===== src/hdl/ffea_pkg.sv =====
package ffea_pkg;

  localparam int BASE_W    = 36;
  localparam int LEN_W     = 24;
  localparam int CNT_W     = 16;
  localparam int CFG_W     = 36;
  localparam int CFG_IDX_W = 1;

  // Heap defaults: byte address 0x200000 in 4 KiB pages, 126 blocks of 256 pages.
  localparam int PAGE_SHIFT = 12;
  localparam logic [BASE_W-1:0] HEAP_START_DEFAULT = BASE_W'(36'h200000 >> PAGE_SHIFT);
  localparam logic [LEN_W-1:0]  HEAP_TOTAL_DEFAULT = LEN_W'(256 * 126);
  localparam logic [LEN_W:0]    LEN_LIMIT          = {1'b0, {LEN_W{1'b1}}};

  localparam logic CMD_ALLOC = 1'b0;
  localparam logic CMD_FREE  = 1'b1;

  localparam logic [CFG_IDX_W-1:0] REG_HEAP_START = 1'd0;
  localparam logic [CFG_IDX_W-1:0] REG_HEAP_TOTAL = 1'd1;

  typedef enum logic [1:0] {
    ST_OK       = 2'd0,
    ST_NO_SPACE = 2'd1,
    ST_FULL     = 2'd2,
    ST_ZERO     = 2'd3
  } status_t;

  typedef struct packed {
    logic [BASE_W-1:0] base;
    logic [LEN_W-1:0]  len;
  } ext_t;

  typedef enum logic [2:0] {
    RD_NONE, RD_ZERO, RD_INC, RD_DEC, RD_LAST
  } rd_sel_t;

  typedef enum logic [3:0] {
    WR_NONE, WR_HEAP, WR_SHRINK, WR_DOWN, WR_UP,
    WR_MERGE_L, WR_MERGE_LR, WR_JOIN_R, WR_NEW
  } wr_sel_t;

  typedef enum logic [1:0] {
    USED_HOLD, USED_LOAD, USED_INC, USED_DEC
  } used_op_t;

  typedef struct packed {
    logic     latch;
    rd_sel_t  rd_sel;
    wr_sel_t  wr_sel;
    used_op_t used_op;
    logic     scan_cap;
    logic     page_cap;
    logic     finish;
    status_t  status;
  } ctl_t;

  typedef struct packed {
    logic count_zero;
    logic is_free;
    logic used_zero;
    logic used_full;
    logic fit;
    logic fit_exact;
    logic more;
    logic is_left;
    logic left_ok;
    logic lr_ok;
    logic right_ok;
    logic ins_at_end;
    logic at_ins_idx;
  } stat_t;

endpackage


===== src/hdl/ffea_ctrl.sv =====
module ffea_ctrl (
  input  logic           clk,
  input  logic           rst,
  input  logic           start,
  input  logic           cfg_we,
  input  ffea_pkg::stat_t st,
  output ffea_pkg::ctl_t  ctl,
  output logic           busy
);
  import ffea_pkg::*;

  typedef enum logic [3:0] {
    S_RELOAD, S_IDLE, S_DISPATCH, S_A_SCAN, S_REMOVE,
    S_F_SCAN, S_F_DEC, S_INS_SHIFT, S_INS_WR
  } state_t;

  state_t state, state_next;

  // Next state and datapath commands.
  always_comb begin
    state_next  = state;
    ctl         = '0;
    ctl.rd_sel  = RD_NONE;
    ctl.wr_sel  = WR_NONE;
    ctl.used_op = USED_HOLD;
    ctl.status  = ST_OK;
    case (state)
      S_RELOAD: begin
        ctl.wr_sel  = WR_HEAP;
        ctl.used_op = USED_LOAD;
        state_next  = S_IDLE;
      end
      S_IDLE: begin
        if (cfg_we) begin
          state_next = S_RELOAD;
        end else if (start) begin
          ctl.latch  = 1'b1;
          state_next = S_DISPATCH;
        end
      end
      S_DISPATCH: begin
        if (st.count_zero) begin
          ctl.finish = 1'b1;
          ctl.status = ST_ZERO;
          state_next = S_IDLE;
        end else if (!st.is_free) begin
          if (st.used_zero) begin
            ctl.finish = 1'b1;
            ctl.status = ST_NO_SPACE;
            state_next = S_IDLE;
          end else begin
            ctl.rd_sel = RD_ZERO;
            state_next = S_A_SCAN;
          end
        end else if (st.used_zero) begin
          state_next = S_INS_WR;
        end else begin
          ctl.rd_sel = RD_ZERO;
          state_next = S_F_SCAN;
        end
      end
      // First fit: one entry examined per cycle.
      S_A_SCAN: begin
        if (st.fit) begin
          ctl.page_cap = 1'b1;
          if (st.fit_exact) begin
            if (st.more) begin
              ctl.rd_sel = RD_INC;
              state_next = S_REMOVE;
            end else begin
              ctl.used_op = USED_DEC;
              ctl.finish  = 1'b1;
              state_next  = S_IDLE;
            end
          end else begin
            ctl.wr_sel = WR_SHRINK;
            ctl.finish = 1'b1;
            state_next = S_IDLE;
          end
        end else if (st.more) begin
          ctl.rd_sel = RD_INC;
        end else begin
          ctl.finish = 1'b1;
          ctl.status = ST_NO_SPACE;
          state_next = S_IDLE;
        end
      end
      // Close the gap: each entry moves one place down.
      S_REMOVE: begin
        ctl.wr_sel = WR_DOWN;
        if (st.more) begin
          ctl.rd_sel = RD_INC;
        end else begin
          ctl.used_op = USED_DEC;
          ctl.finish  = 1'b1;
          state_next  = S_IDLE;
        end
      end
      // Find the left and right neighbours of the freed range.
      S_F_SCAN: begin
        ctl.scan_cap = 1'b1;
        if (st.is_left && st.more) begin
          ctl.rd_sel = RD_INC;
        end else begin
          state_next = S_F_DEC;
        end
      end
      S_F_DEC: begin
        if (st.left_ok) begin
          if (st.lr_ok) begin
            ctl.wr_sel = WR_MERGE_LR;
            if (st.more) begin
              ctl.rd_sel = RD_INC;
              state_next = S_REMOVE;
            end else begin
              ctl.used_op = USED_DEC;
              ctl.finish  = 1'b1;
              state_next  = S_IDLE;
            end
          end else begin
            ctl.wr_sel = WR_MERGE_L;
            ctl.finish = 1'b1;
            state_next = S_IDLE;
          end
        end else if (st.right_ok) begin
          ctl.wr_sel = WR_JOIN_R;
          ctl.finish = 1'b1;
          state_next = S_IDLE;
        end else if (st.used_full) begin
          ctl.finish = 1'b1;
          ctl.status = ST_FULL;
          state_next = S_IDLE;
        end else if (st.ins_at_end) begin
          ctl.wr_sel  = WR_NEW;
          ctl.used_op = USED_INC;
          ctl.finish  = 1'b1;
          state_next  = S_IDLE;
        end else begin
          ctl.rd_sel = RD_LAST;
          state_next = S_INS_SHIFT;
        end
      end
      // Open a gap: each entry moves one place up, from the end.
      S_INS_SHIFT: begin
        ctl.wr_sel = WR_UP;
        if (st.at_ins_idx) begin
          state_next = S_INS_WR;
        end else begin
          ctl.rd_sel = RD_DEC;
        end
      end
      S_INS_WR: begin
        ctl.wr_sel  = WR_NEW;
        ctl.used_op = USED_INC;
        ctl.finish  = 1'b1;
        state_next  = S_IDLE;
      end
      default: begin
        state_next = S_IDLE;
      end
    endcase
  end

  // State and busy flag.
  always_ff @(posedge clk) begin
    if (rst) begin
      state <= S_RELOAD;
      busy  <= 1'b1;
    end else begin
      state <= state_next;
      busy  <= (state_next != S_IDLE);
    end
  end

endmodule


===== config.mk =====
export PLATFORM = sky130hd
export DESIGN_NAME = ffea_ctrl
export DESIGN_NICKNAME = d
export VERILOG_FILES = /design/src/hdl/ffea_pkg.sv /design/src/hdl/ffea_ctrl.sv
export SDC_FILE = /design/constraint.sdc
export NUM_CORES = 1
export LEC_CHECK = 0
export BUFFER_PORTS_ARGS = -buffer_cell sky130_fd_sc_hd__buf_2
export CAP_MARGIN = 20
export CORE_MARGIN = 3
export CORE_UTILIZATION = 39
export DETAILED_ROUTE_END_ITERATION = 7
export GPL_ROUTABILITY_DRIVEN = 0
export HOLD_SLACK_MARGIN = 0.08
export PLACE_DENSITY_LB_ADDON = 0.08
export SYNTH_ARGS = -nofsm -noshare
export SYNTH_HDL_FRONTEND = slang
export SYNTH_SLANG_ARGS = --single-unit

===== constraint.sdc =====
create_clock -name clk -period 1.7 [get_ports clk]
set_clock_uncertainty 0.15 [all_clocks]
set_input_delay 0.34 -clock clk [delete_from_list [all_inputs] [get_ports clk]]
set_output_delay 0.34 -clock clk [all_outputs]
set_load 0.01 [all_outputs]

==> summary.md <==
| Metric | Value |
|---|---|
| Setup WS pre-CTS | -135.4 ps |
| Crit. End Element | primary output |
| Antenna Nets Post-Route | 0 |
| Flop pwr share | 0.279 |
| Total track usage | 0.2848 |
| Die Wd | about 46 µm |
| Worst Path Required | around 1200 ps |
| Number of global-route vias before repair | slightly below 900 |
| Largest net degree at the start of global routing | 8 |
| Warnings, synthesis | 0 |
| Die ar. | roughly 0.0021 mm² |
| Clock Latency Late Sink | around 270 ps |
| HP Start | rst |
| Vias | 1028 |
| Synth area leaders | dfxtp_1, nand3b_1, and4bb_4 |
| Crit Reg-Reg Startpoint | state[2]$_SDFF_PP0_ |
| Layout area overhead | 105.9% |
| Clock Tree Buf Depth | 2 |
| Net Sw Power | roughly 170 µW |
| Row Count | 13 |
| Initial antenna violation count | 0 |
| Clk root buf | clkbuf_4 |
| Crit path DAT | approximately 1700 ps |
| Area leader, netlist | dfxtp_1 |
| Period utilisation layout | 1.262 |
| Share of layout cells above drive strength 1 | 0.6923 |
| R2R setup slack | -290 ps |
| Fin Hold WS | between 100 and 150 ps |
| Max VDD drop | 442.5 µV |
| Worst rel slew slack | 0.6508 |
| Post-synth EDFFs | 0 |
| # diodes | 0 |
| Setup violations, final | 19 |
| Period minus WS final | between 2000 and 2500 ps |
| DP Wirelength | ~1700 µm |
| TritonRoute pass-1 iters | 4 |
| H-tree levels | 1 |
| Worst hold path class | input pin to flip-flop |
| Reg clk slew, reported paths | approximately 60 ps |
| Finished Core Util | 0.9095 |
| Synth async-reset ratio | 0 |
| Power Internal | 295.9 µW |
| RSZ-0062 raised after global routing | true |
| CP startpoint kind | flip-flop |
| Core ar. | 0.001383 mm² |
| Final WS setup | -445.8 ps |
| Total Wirelength | 3618 µm |
| CP Max Fanout | 6 |
| Setup CP Type | flip-flop to primary output |
| Area of the mapped netlist | 610.6 µm² |
| CP startpoint | state[2]$_SDFF_PP0_ |
| Pin slew with the least headroom to its limit | just over 500 ps |
| Total grt overflow | 0 |
| Seq/Total Area, Yosys | 0.1639 |
| Syn Nets | 95 |
| # hold bufs at CTS | 0 |
| Top cell type's share of synthesized area | 0.1639 |
| Power per cell area | roughly 370 mW/mm² |
| Mean post-synth cell area | a little under 8 µm² |
| Cells after Synth | 78 |
| Chip Height | 45.57 µm |
| First-pass GRT wire length | between 4000 and 5000 µm |
| Slew Limit Fails | 0 |
| Top-count cell post-synth | nand2_1 |
| Leakage | slightly above 0.6 nW |
| DRC viols | 0 |
| I/O Buffers | 32 |
| Top cells by count, synth | nand2_1, nor2_1, dfxtp_1, nand3b_1, o21ai_0 |
| DR vias/cell | between 6 and 7 |
| FF+latch count, synth | 5 |
| Switching portion of total power | 0.3600 |
| Status | complete, but fails checks |
| Clock Sink Count | 5 |
| Violated checks | negative setup slack |
| Design Power | approximately 460 µW |
| CTS buffer count | 3 |
| DR iter-0 viols | 55 |
| IO Count | 33 |
| Fmax | approximately 0.47 GHz |
| Nets | approximately 160 |
| # fillers | 62 |
| Clock power frac | 0.342 |
| CTS tree | yes |
| WL/cell | 22.90 µm |
| Max-cap viol count | 0 |
| Combinational power share | 0.380 |
| Setup TNS | -4942 ps |
| Distinct cells, synth | 38 |
| Main synth FF type | dfxtp_1 |
| Final hold violations | 0 |
| Starting Density | 0.4416 |
[per-layer routing]
layer | track usage | vias to the layer above | wire (µm)
met5 | 0 | - | 0
met4 | 0.1228 | 0 | 185
met3 | 0.07510 | 23 | 304
met2 | 0.4568 | 90 | 1759
met1 | 0.3529 | 475 | 1369
li1 | - | 440 | -
[stage by stage]
stage / std cells / area, µm²
final: 158 / 1257
after floorplan: 78 / 616.8
after CTS: 154 / 1130
after global routing: 158 / 1257
after global placement: 145 / 953.4
after detailed placement: 145 / 953.4
[registers in the layout (all words and copies together), names as in the netlist]
register	count
state	4
busy	1
[placed cells by master (no fill, tap or decap), types with 2 or more instances in the layout]
cell type  instances
and4bb_4           2
nand3_1            2
nor3_2             2
a211oi_2           2
buf_2             28
buf_6             19
o21ai_0            2
nand2_1            5
a21o_1             2
nand3b_1           5
o21ai_1            3
nand2_2            2
nor2_1             6
clkbuf_4           3
and2_4             2
nand2b_4           2
dfxtp_4            3
buf_4             18
nand2b_1           2
and3_1             2
[final timing paths]
kind                         endpoint  cells after the start
setup / recovery               ctl[6]                      6
hold / removal    state[0]$_SDFF_PP0_                      2
setup reg to reg      busy$_SDFF_PP1_                      6
hold reg to reg   state[3]$_SDFF_PP0_                      3
[critical path, cell delays in order (launching register included)]
cell,delay (ps)
dfxtp_4,390
and4bb_2,280
and2_4,150
a21o_1,200
nand2_2,90
nand3_1,110
buf_2,170
[power groups by stage]
stage                     Clock, mW  Combinational (mW)  Sequential (mW)
after detailed placement          0               0.126            0.132
final                         0.158               0.176            0.129
after global placement            0               0.124            0.133
after global routing          0.171               0.183            0.129
after CTS                     0.146               0.144            0.129
after floorplan                   0              0.0554            0.132
[logic make-up after synthesis]
family          synth area share
compound gates            0.3197
simple gates              0.4734
flops                     0.1639
buf+inv                  0.04302
[area by class of cell]
class	instances	area [µm²]	area share
inverter	1	3.754	0.002985
timing repair buffer	65	489.2	0.3891
clock buffer	4	26.28	0.02090
tap	15	18.77	0.01493
multi-input combinational	68	606.8	0.4826
sequential	5	112.6	0.08955
[timing repair]
action,4_1_cts,5_1_grt
gates resized for setup,30,23
cloned,0,0
pin swaps,13,12
endpoints found under the setup margin,17,19
setup buffers,5,5
Note: power is estimated with default switching activity, not from simulation.
